**src/hw/rtl/mxt_pkg.sv**
```systemverilog
// Shared types and constants for the max-extract table.
package mxt_pkg;

  // Default number of table slots
  localparam int unsigned TableDepthDef = 64;

  // Payload widths
  localparam int unsigned IdW    = 16;
  localparam int unsigned ScoreW = 32;
  // One stored entry: present mark, id, score (score in the low bits)
  localparam int unsigned EntryW = 1 + IdW + ScoreW;

  // Operation codes carried on the slave-side tuser
  typedef enum logic [1:0] {
    OP_INSERT  = 2'd0,
    OP_EXTRACT = 2'd1,
    OP_CLEAR   = 2'd2,
    OP_NONE    = 2'd3
  } op_e;

  // Status codes carried on the master-side tuser
  typedef enum logic [1:0] {
    ST_INSERTED = 2'd0,
    ST_FULL     = 2'd1,
    ST_DONE     = 2'd2,
    ST_EMPTY    = 2'd3
  } status_e;

  // One result transaction
  typedef struct packed {
    status_e                    status;
    logic [IdW-1:0]             found_id;
    logic signed [ScoreW-1:0]   found_score;
  } result_t;

endpackage

```
**src/hw/rtl/mxt_mem.sv**
```systemverilog
// Entry memory: one write port, one read port, registered read data.
module mxt_mem
  import mxt_pkg::*;
#(
  parameter int unsigned Depth = TableDepthDef,
  parameter int unsigned Width = EntryW,
  localparam int unsigned AddrW = $clog2(Depth)
) (
  input  logic             clk_i,
  input  logic             we_i,
  input  logic [AddrW-1:0] waddr_i,
  input  logic [Width-1:0] wdata_i,
  input  logic             re_i,
  input  logic [AddrW-1:0] raddr_i,
  output logic [Width-1:0] rdata_o
);

  logic [Width-1:0] mem_q [Depth];
  logic [Width-1:0] rdata_q;

  // Write port
  always_ff @(posedge clk_i) begin
    if (we_i) begin
      mem_q[waddr_i] <= wdata_i;
    end
  end

  // Read port: read data is registered and appears in the cycle after the read
  always_ff @(posedge clk_i) begin
    if (re_i) begin
      rdata_q <= mem_q[raddr_i];
    end
  end

  assign rdata_o = rdata_q;

endmodule

```
**src/hw/rtl/mxt_ctrl.sv**
```systemverilog
// Sequencer: insert, clear, and the linear scan that extracts the maximum.
module mxt_ctrl
  import mxt_pkg::*;
#(
  parameter int unsigned Depth = TableDepthDef,
  localparam int unsigned AddrW = $clog2(Depth),
  localparam int unsigned CntW  = $clog2(Depth + 1)
) (
  input  logic                     clk_i,
  input  logic                     rst_ni,
  // Incoming transaction
  input  logic                     in_valid_i,
  output logic                     in_ready_o,
  input  op_e                      in_op_i,
  input  logic [IdW-1:0]           in_id_i,
  input  logic signed [ScoreW-1:0] in_score_i,
  // Memory port
  output logic                     mem_we_o,
  output logic [AddrW-1:0]         mem_waddr_o,
  output logic [EntryW-1:0]        mem_wdata_o,
  output logic                     mem_re_o,
  output logic [AddrW-1:0]         mem_raddr_o,
  input  logic [EntryW-1:0]        mem_rdata_i,
  // Result handoff
  output logic                     res_valid_o,
  input  logic                     res_ready_i,
  output result_t                  res_o
);

  typedef enum logic [4:0] {
    S_IDLE   = 5'b00001,
    S_SCAN   = 5'b00010,
    S_LAST   = 5'b00100,
    S_WRBACK = 5'b01000,
    S_EMIT   = 5'b10000
  } state_e;

  state_e                   state_q, state_d;
  logic [CntW-1:0]          fill_q, fill_d;
  logic [AddrW-1:0]         scan_q, scan_d;
  logic                     rd_vld_q, rd_vld_d;
  logic [AddrW-1:0]         rd_idx_q, rd_idx_d;
  logic                     have_q, have_d;
  logic [AddrW-1:0]         best_idx_q, best_idx_d;
  logic [IdW-1:0]           best_id_q, best_id_d;
  logic signed [ScoreW-1:0] best_score_q, best_score_d;
  result_t                  res_q, res_d;

  // Fields of the entry coming back from memory
  logic                     rd_present;
  logic [IdW-1:0]           rd_id;
  logic signed [ScoreW-1:0] rd_score;

  assign rd_present = mem_rdata_i[EntryW-1];
  assign rd_id      = mem_rdata_i[ScoreW +: IdW];
  assign rd_score   = $signed(mem_rdata_i[ScoreW-1:0]);

  always_comb begin
    state_d      = state_q;
    fill_d       = fill_q;
    scan_d       = scan_q;
    rd_vld_d     = 1'b0;
    rd_idx_d     = scan_q;
    have_d       = have_q;
    best_idx_d   = best_idx_q;
    best_id_d    = best_id_q;
    best_score_d = best_score_q;
    res_d        = res_q;
    mem_we_o     = 1'b0;
    mem_waddr_o  = fill_q[AddrW-1:0];
    mem_wdata_o  = {1'b1, in_id_i, in_score_i};
    mem_re_o     = 1'b0;
    mem_raddr_o  = scan_q;

    // Keep the running best; strict compare so the lowest slot wins ties
    if (rd_vld_q && rd_present && (!have_q || (rd_score > best_score_q))) begin
      have_d       = 1'b1;
      best_idx_d   = rd_idx_q;
      best_id_d    = rd_id;
      best_score_d = rd_score;
    end

    unique case (state_q)
      S_IDLE: begin
        if (in_valid_i) begin
          unique case (in_op_i)
            OP_INSERT: begin
              state_d = S_EMIT;
              res_d   = '{status: ST_INSERTED, found_id: '0, found_score: '0};
              if (fill_q == CntW'(Depth)) begin
                res_d.status = ST_FULL;
              end else begin
                mem_we_o = 1'b1;
                fill_d   = fill_q + CntW'(1);
              end
            end
            OP_EXTRACT: begin
              if (fill_q == '0) begin
                res_d   = '{status: ST_EMPTY, found_id: '0, found_score: '0};
                state_d = S_EMIT;
              end else begin
                scan_d  = '0;
                have_d  = 1'b0;
                state_d = S_SCAN;
              end
            end
            OP_CLEAR: begin
              fill_d  = '0;
              res_d   = '{status: ST_DONE, found_id: '0, found_score: '0};
              state_d = S_EMIT;
            end
            default: begin
              // Unused code: drop without a result
            end
          endcase
        end
      end
      S_SCAN: begin
        // Issue one read a cycle over the filled slots
        mem_re_o = 1'b1;
        rd_vld_d = 1'b1;
        rd_idx_d = scan_q;
        scan_d   = scan_q + AddrW'(1);
        if (CntW'(scan_q) == fill_q - CntW'(1)) begin
          state_d = S_LAST;
        end
      end
      S_LAST: begin
        // Last read data is folded in at this edge
        state_d = S_WRBACK;
      end
      S_WRBACK: begin
        if (have_q) begin
          mem_we_o    = 1'b1;
          mem_waddr_o = best_idx_q;
          mem_wdata_o = {1'b0, best_id_q, best_score_q};
          res_d       = '{status: ST_DONE, found_id: best_id_q, found_score: best_score_q};
        end else begin
          res_d = '{status: ST_EMPTY, found_id: '0, found_score: '0};
        end
        state_d = S_EMIT;
      end
      S_EMIT: begin
        if (res_ready_i) begin
          state_d = S_IDLE;
        end
      end
      default: begin
        state_d = S_IDLE;
      end
    endcase
  end

  // Control state
  always_ff @(posedge clk_i or negedge rst_ni) begin
    if (!rst_ni) begin
      state_q  <= S_IDLE;
      fill_q   <= '0;
      rd_vld_q <= 1'b0;
      have_q   <= 1'b0;
    end else begin
      state_q  <= state_d;
      fill_q   <= fill_d;
      rd_vld_q <= rd_vld_d;
      have_q   <= have_d;
    end
  end

  // Payload and scan bookkeeping
  always_ff @(posedge clk_i) begin
    scan_q       <= scan_d;
    rd_idx_q     <= rd_idx_d;
    best_idx_q   <= best_idx_d;
    best_id_q    <= best_id_d;
    best_score_q <= best_score_d;
    res_q        <= res_d;
  end

  assign in_ready_o  = (state_q == S_IDLE);
  assign res_valid_o = (state_q == S_EMIT);
  assign res_o       = res_q;

endmodule

```
**src/hw/rtl/max_extract_table.sv**
```systemverilog
// Top level of the max-extract table: stream ports, sequencer, memory, output register.
//
//   channel  dir  tdata (low bit up)           tuser
//   s_axis   in   entry_id[15:0], score[31:0]  operation[1:0]
//   m_axis   out  found_id[15:0],              status[1:0]
//                 found_score[31:0]
//
// Insert, clear, full and empty-table results pass through the sequencer's result
// register and then the output register. An extract first runs the scan, which
// reads every filled slot once through the single memory read port.
// Reset empties the table through the fill count; memory contents are kept.
// A result waits in the output register under m_axis_tready low while the
// next transaction is accepted; it then holds in the sequencer until taken.
module max_extract_table
  import mxt_pkg::*;
#(
  parameter int unsigned TABLE_DEPTH = TableDepthDef,
  localparam int unsigned AddrW = $clog2(TABLE_DEPTH)
) (
  input  logic        clk_i,
  input  logic        rst_ni,
  input  logic        s_axis_tvalid,
  output logic        s_axis_tready,
  input  logic [47:0] s_axis_tdata,   // entry_id[15:0], score[47:16]
  input  logic [1:0]  s_axis_tuser,   // operation[1:0]
  output logic        m_axis_tvalid,
  input  logic        m_axis_tready,
  output logic [47:0] m_axis_tdata,   // found_id[15:0], found_score[47:16]
  output logic [1:0]  m_axis_tuser    // status[1:0]
);

  logic              mem_we;
  logic [AddrW-1:0]  mem_waddr;
  logic [EntryW-1:0] mem_wdata;
  logic              mem_re;
  logic [AddrW-1:0]  mem_raddr;
  logic [EntryW-1:0] mem_rdata;
  logic              res_valid;
  logic              res_ready;
  result_t           res;
  logic              out_valid_q, out_valid_d;
  result_t           out_q;

  mxt_ctrl #(
    .Depth (TABLE_DEPTH)
  ) u_ctrl (
    .clk_i       (clk_i),
    .rst_ni      (rst_ni),
    .in_valid_i  (s_axis_tvalid),
    .in_ready_o  (s_axis_tready),
    .in_op_i     (op_e'(s_axis_tuser)),
    .in_id_i     (s_axis_tdata[IdW-1:0]),
    .in_score_i  ($signed(s_axis_tdata[IdW +: ScoreW])),
    .mem_we_o    (mem_we),
    .mem_waddr_o (mem_waddr),
    .mem_wdata_o (mem_wdata),
    .mem_re_o    (mem_re),
    .mem_raddr_o (mem_raddr),
    .mem_rdata_i (mem_rdata),
    .res_valid_o (res_valid),
    .res_ready_i (res_ready),
    .res_o       (res)
  );

  mxt_mem #(
    .Depth (TABLE_DEPTH),
    .Width (EntryW)
  ) u_mem (
    .clk_i   (clk_i),
    .we_i    (mem_we),
    .waddr_i (mem_waddr),
    .wdata_i (mem_wdata),
    .re_i    (mem_re),
    .raddr_i (mem_raddr),
    .rdata_o (mem_rdata)
  );

  // Load the output register when it is empty or being drained
  assign res_ready = !out_valid_q || m_axis_tready;

  always_comb begin
    out_valid_d = out_valid_q;
    if (res_valid && res_ready) begin
      out_valid_d = 1'b1;
    end else if (m_axis_tready) begin
      out_valid_d = 1'b0;
    end
  end

  always_ff @(posedge clk_i or negedge rst_ni) begin
    if (!rst_ni) begin
      out_valid_q <= 1'b0;
    end else begin
      out_valid_q <= out_valid_d;
    end
  end

  always_ff @(posedge clk_i) begin
    if (res_valid && res_ready) begin
      out_q <= res;
    end
  end

  assign m_axis_tvalid = out_valid_q;
  assign m_axis_tdata  = {out_q.found_score, out_q.found_id};
  assign m_axis_tuser  = out_q.status;

endmodule

```
**config.mk**
```make
export PLATFORM = sky130hd
export DESIGN_NAME = max_extract_table
export DESIGN_NICKNAME = d
export VERILOG_FILES = /design/src/hw/rtl/mxt_pkg.sv /design/src/hw/rtl/mxt_mem.sv /design/src/hw/rtl/mxt_ctrl.sv /design/src/hw/rtl/max_extract_table.sv
export SDC_FILE = /design/constraint.sdc
export NUM_CORES = 2
export LEC_CHECK = 0
export CORE_UTILIZATION = 66
export CTS_BUF_LIST = sky130_fd_sc_hd__clkbuf_4
export CTS_CLUSTER_SIZE = 24
export DETAILED_ROUTE_END_ITERATION = 8
export DONT_BUFFER_PORTS = 1
export PLACE_DENSITY = 0.84
export SLEW_MARGIN = 20
export SYNTH_ARGS = -nofsm -noshare
export SYNTH_HDL_FRONTEND = slang
export SYNTH_HIERARCHICAL = 1
export SYNTH_SLANG_ARGS = --single-unit
```
**constraint.sdc**
```tcl
create_clock -name clk_i -period 6.7 [get_ports clk_i]
set_input_delay 0.335 -clock clk_i [delete_from_list [all_inputs] [get_ports clk_i]]
set_output_delay 0.335 -clock clk_i [all_outputs]
set_load 0.01 [all_outputs]
```
---- Word level (Yosys, flattened, before mapping) ----
Memories as Yosys holds them, arrays and structs flattened. A register that Yosys moved wholly into a read port is not among the register bits.
Cells that the tools add are included.
word-level totals
  latch bits .............................. 0
  memory bits (read-only) ................. 0
  bits in writable memories ............... 3136
  input port bits ......................... 54
  memories ................................ 1
  word-level logic and storage cells ...... 94
  flip-flop bits (word level) ............. 181
memory list
  name         words  bits a word  read ports  clocked after memory_dff  write ports  RTL line       source
  u_mem.mem_q  64     49           1           1                         1            mxt_mem.sv:18  logic [Width-1:0] mem_q [Depth];
cells by class
  shift operators ......................... 0
  multiplexer cells ....................... 37
  bitwise logic cells ..................... 0
  order comparisons ....................... 1
  multipliers ............................. 0
  reductions and logical operators ........ 18
  $add $sub $neg .......................... 3
  eq/ne operators ......................... 18
  div/mod/pow operators ................... 0
operators by type and width
  operator             number
  $pmux 50 s3          1
  $mux 49              3
  $mux 50              2
  $pmux 50 s2          1
  $gt 32x32->1         1
  $mux 6               5
  $pmux 5 s5           1
  $mux 5               4
  $reduce_and 4->1     4
  $mux 1               15
  $pmux 7 s2           1
  $pmux 6 s2           1
  $pmux 5 s2           1
  $reduce_bool 2->1    4
  $add 7x1->7 const B  1
  $eq 6x7->1           1
  $eq 7x7->1 const B   1
  $logic_not 7->1      1
  $mux 7               1
  $sub 7x1->7 const B  1
  $add 6x1->6 const B  1
  $ne 2x1->1 const B   3
  $ne 2x2->1 const B   3
  $ne 3x2->1 const B   2
  14 further kinds     18

---- Logic depth before layout (Yosys ltp) ----
  depth in word-level cells ............... 8
  depth in mapped cells ................... 13
  gate-level depth less buffers ........... 9

---- Modules after synthesis ----
Netlist, hierarchy kept.
by module, submodules not included
  module             instances  area each (um2)  cells an instance
  mxt_mem            1          120483.1         5283
  mxt_ctrl           1          6139.6           497
  max_extract_table  1          1555.2           54

---- Worst setup path before layout ----
No wires, ideal clock.
  path kind ............................... flip-flop to flip-flop
  start ................................... register u_ctrl.state_q[1]
  end ..................................... memory u_mem/mem_q[49][0] (netlist bit) (enable)
  stages on the path, launching flop included .. 14
  slack ................................... 0.543 ns
  arrival ................................. 5.641 ns
  cells stage by stage .................... dfrtp_1 -> or3_4 -> nor3b_2 -> and2_1 -> buf_6 -> inv_2 -> buf_6 -> buf_6 -> nand2_1 -> nand2_1 -> clkbuf_1 -> nor2b_1 -> nand4_1 -> nor3_1
RTL lines
  what                    RTL line                 source
  from (decl)             mxt_ctrl.sv:38           state_e state_q, state_d;
  from (signal assigned)  mxt_ctrl.sv:162          state_q <= state_d;
  $eq 5x4->1              mxt_ctrl.sv:83           unique case (state_q)
  $mux 6                  mxt_ctrl.sv:83
  via mem_waddr[3]        max_extract_table.sv:33  logic [AddrW-1:0] mem_waddr;
  to (decl)               mxt_mem.sv:18
The timed path passes the listed nets, and every way through them passes these cells.

---- Worst setup path after layout ----
  start ................................... register u_ctrl.state_q[1]
  end ..................................... memory u_mem/mem_q[59][30] (netlist bit) (enable)
The elaborated chain is that of the path after synthesis.

==> flow_metrics.tcl <==
set metrics [dict create \
    rr_endpoint "u_mem/mem_q[59][30]" \
    vdd_drop_max_uv 260.5 \
    timing.fmax_mhz 183.2 \
    pwr-share-comb 0.072 \
    seq_power_share 0.545 \
    synth_edf_count 3345 \
    r2r_start "u_ctrl/state_q[1]" \
    die_height_um 442.7 \
    clk_path_buf_depth 4 \
    drt_iter0_drc 14018 \
    ios 106 \
    drtAntennaViolNets 0 \
    yosys_most_used_dff "edfxtp_1" \
    row_count 161 \
    synth_largest_area_cell "edfxtp_1" \
    post-route-util 0.7423 \
    setup_violations 0 \
    worst-r2r-cell-count 11 \
    dieArea_um2 196000 \
    power_density_nw_per_um2 300.5 \
    power_leakage_nw 45.88 \
    place_inst 8262 \
    critPathArrivalTime_ns 6.57 \
    cts_resized 0 \
    syn-cell-area_um2 128200 \
    hold-path-endpoint "u_mem/mem_q[36][17]" \
    hold_path_depth 2 \
    drive_above_1_share 0.3165 \
    fin_cells 9729 \
    firstDrtPassIters 9 \
    dp_worst_setup_slack_ns 1.692 \
    wl_per_cell_um 39.69 \
    slew_headroom 0.07425 \
    clk_latency_ns 1.53 \
    path_class "reg -> reg" \
    synthToLayoutAreaGrowth_pct 11.64 \
    cap_violations 0 \
    numCtsBuffers 786 \
    finalHoldViolations 0 \
    synth_fp_nets 5926 \
    finalNetCount 6696 \
    ys_types 63 \
    p_int_mw 32.52 \
    critical_path.startpoint_type "flip-flop" \
    run_status "completed" \
    fin_area_um2 143100 \
    placed_cell_area_um2 132500 \
    async_reset_ff_frac 0.004456 \
    avgSynthCellArea_um2 21.97 \
    synth.area.top_cells "edfxtp_1, mux4_2, mux2i_1" \
    viasPerCell 7.436 \
    cp_max_fo 38 \
    track_usage 0.3969 \
    cts.sinks 3366 \
    finalWorstSetupSlack_ns 1.242 \
    whs_ns 0.07262 \
    maxSlewViolCount 0 \
    drc_errors 0 \
    start_util 0.6649 \
    overflow 0 \
    r2r_setup_slack_ns 1.24 \
    synth_cells 5834 \
    rsz0062_at_grt "no" \
    ys_ff_latch 3366 \
    cts_tree "built" \
    min-delay-start "s_axis_tdata[33]" \
    fin_worst_skew_ns 0.1512 \
    grt_pass1_wl_um 535800 \
    p_sw_frac 0.2438 \
    antenna_found_initial 44 \
    die_w_um 442.7 \
    hpwl_um 210600 \
    pwr-share-clk 0.383 \
    vias 72347 \
    setup-tns-final_ns 0 \
    hp-class "in -> reg" \
    ys_warn_count 6 \
    period_share 0.8146 \
    path_clk_slew_ns 0.08 \
    cts_max_level 6 \
    postCtsHoldBufs 75 \
    wirelength_um 386100 \
    cp-end-kind "flip-flop" \
    cts_setup_buffers 0 \
    core-area_um2 192800 \
    grt_pass1_vias 73169 \
    yosysSeqAreaShare 0.7875 \
    required_ns 7.81 \
    fin_crit_ns 5.458 \
    grt_max_degree 105 \
    p_switching_mw 10.48 \
    tightest_slew_ns 1.376 \
    cts-root-buf "clkbuf_4" \
    io_buffers 0 \
    yosysTopAreaCellShare 0.7836 \
    gp_congestion 0.9221 \
    fin_total_pwr_mw 43.00 \
]
final cells by class:
| cell class | instances | area [um^2] |
|---|---|---|
| clock buffer | 1137 | 8536 |
| tap | 2526 | 3161 |
| antenna | 22 | 55.05 |
| inverter | 43 | 168.9 |
| sequential | 3366 | 100900 |
| multi-input combinational | 2101 | 25940 |
| fill | 9369 | 49680 |
| clock inverter | 228 | 1200 |
| timing repair buffer | 306 | 3103 |
cells in the mapped netlist, drive strengths merged (3+ instances only):
cell type and number:
a22oi 96, nor3 14, nand2 208, dfrtp 14
a211oi 42, a22o 3, or3 4, o211ai 5
nand3 93, o22ai 87, a21o 54, a311oi 23
nor3b 4, nand4b 4, mux4 743, o21ai 15
a221o 7, a221oi 3, and2 30, nand4 91
dfxtp 6, clkbuf 138, inv 43, and3 58
xnor2 8, o21a 3, a21oi 71, nand2b 16
nor2 141, nand3b 4, edfxtp 3345, or2 7
xor2 8, nor4 9, ha 38, buf 186
o221ai 78, nor2b 32, mux2i 86
placed cells by master (no fill, tap or decap), types with 22 or more instances in the layout:
cell           instances
a211oi_1              42
a21o_1                44
a21oi_1               70
a22oi_1               96
a311oi_1              23
and2_1                26
and3_1                58
buf_12                44
buf_4                183
clkbuf_4            1137
clkinv_1             176
clkinv_2              22
diode_2               22
dlygate4sd3_1         75
edfxtp_1            3345
ha_1                  38
inv_1                 40
mux2i_1               86
mux4_2               743
nand2_1              204
nand3_1               93
nand4_1               91
nor2_1                77
nor2_4                64
nor2b_1               27
o221ai_1              78
o22ai_1               87
registers in the layout, indices dropped and copies added (netlist names):
| register | cells |
|---|---|
| u_mem/mem_q | 3136 |
| u_ctrl/res_o | 50 |
| u_mem/rdata_o | 49 |
| m_axis_tdata | 48 |
| u_ctrl/best_score_q | 32 |
| u_ctrl/best_id_q | 16 |
| u_ctrl/fill_q | 7 |
| u_ctrl/best_idx_q | 6 |
| u_ctrl/mem_raddr_o | 6 |
| u_ctrl/rd_idx_q | 6 |
| u_ctrl/state_q | 5 |
| m_axis_tuser | 2 |
| m_axis_tvalid | 1 |
| u_ctrl/have_q | 1 |
| u_ctrl/rd_vld_q | 1 |
per-layer routing:
metal,vias to the layer above,GRT usage,wire length (um)
li1,26679,-,-
met1,35378,0.4909,112200
met2,8398,0.5825,172500
met3,1846,0.1503,67120
met4,46,0.2815,33770
met5,-,0.004396,507
worst max path at each step:
stage	start	endpoint	cells past startpoint
finish	u_ctrl/state_q[1]	u_mem/mem_q[59][30]	11
global route	u_ctrl/state_q[1]	u_mem/mem_q[19][1]	11
CTS	u_ctrl/state_q[1]	u_mem/mem_q[59][19]	11
detailed placement	u_ctrl/state_q[1]	u_mem/mem_q[5][8]	9
global placement	u_ctrl/state_q[1]	u_mem/mem_q[22][1]	10
floorplan	u_ctrl/state_q[1]	u_mem/mem_q[49][0]	13
worst max-delay path, cell delays in order (launching register included):
cell and delay (ns):
dfrtp_1 0.45, or3_4 0.43, nor3b_4 0.20, buf_4 0.32, and2_1 0.45, inv_6 0.25, nand2_1 0.16, nand2_1 0.25
nor2b_1 0.27, nand3_1 0.71, nor2_4 1.23, buf_12 0.34
logic make-up (layout without fill, tap and decap cells):
kind of cell	count (synthesis)	in the layout	synth area share
buffers and inverters	367	1714	0.01473
and+or+nand+nor	718	718	0.02760
DFF	3366	3366	0.7875
xor gates and xnor gates	16	16	0.001093
adders and majority gates	38	38	0.003709
AOI/OAI and AO/OA	500	500	0.02808
other	0	22	0
muxes	829	829	0.1373
power by group through the flow:
stage | combinational [mW] | sequential, mW | clock, mW
2_1_floorplan | 1.73 | 23.9 | 0
3_3_place_gp | 2.72 | 23.9 | 0
3_5_place_dp | 2.82 | 23.9 | 0
4_1_cts | 2.94 | 23.4 | 16.5
5_1_grt | 3.10 | 23.5 | 17.4
6_report | 3.10 | 23.5 | 16.4
Note: power is estimated with default switching activity, not from simulation.
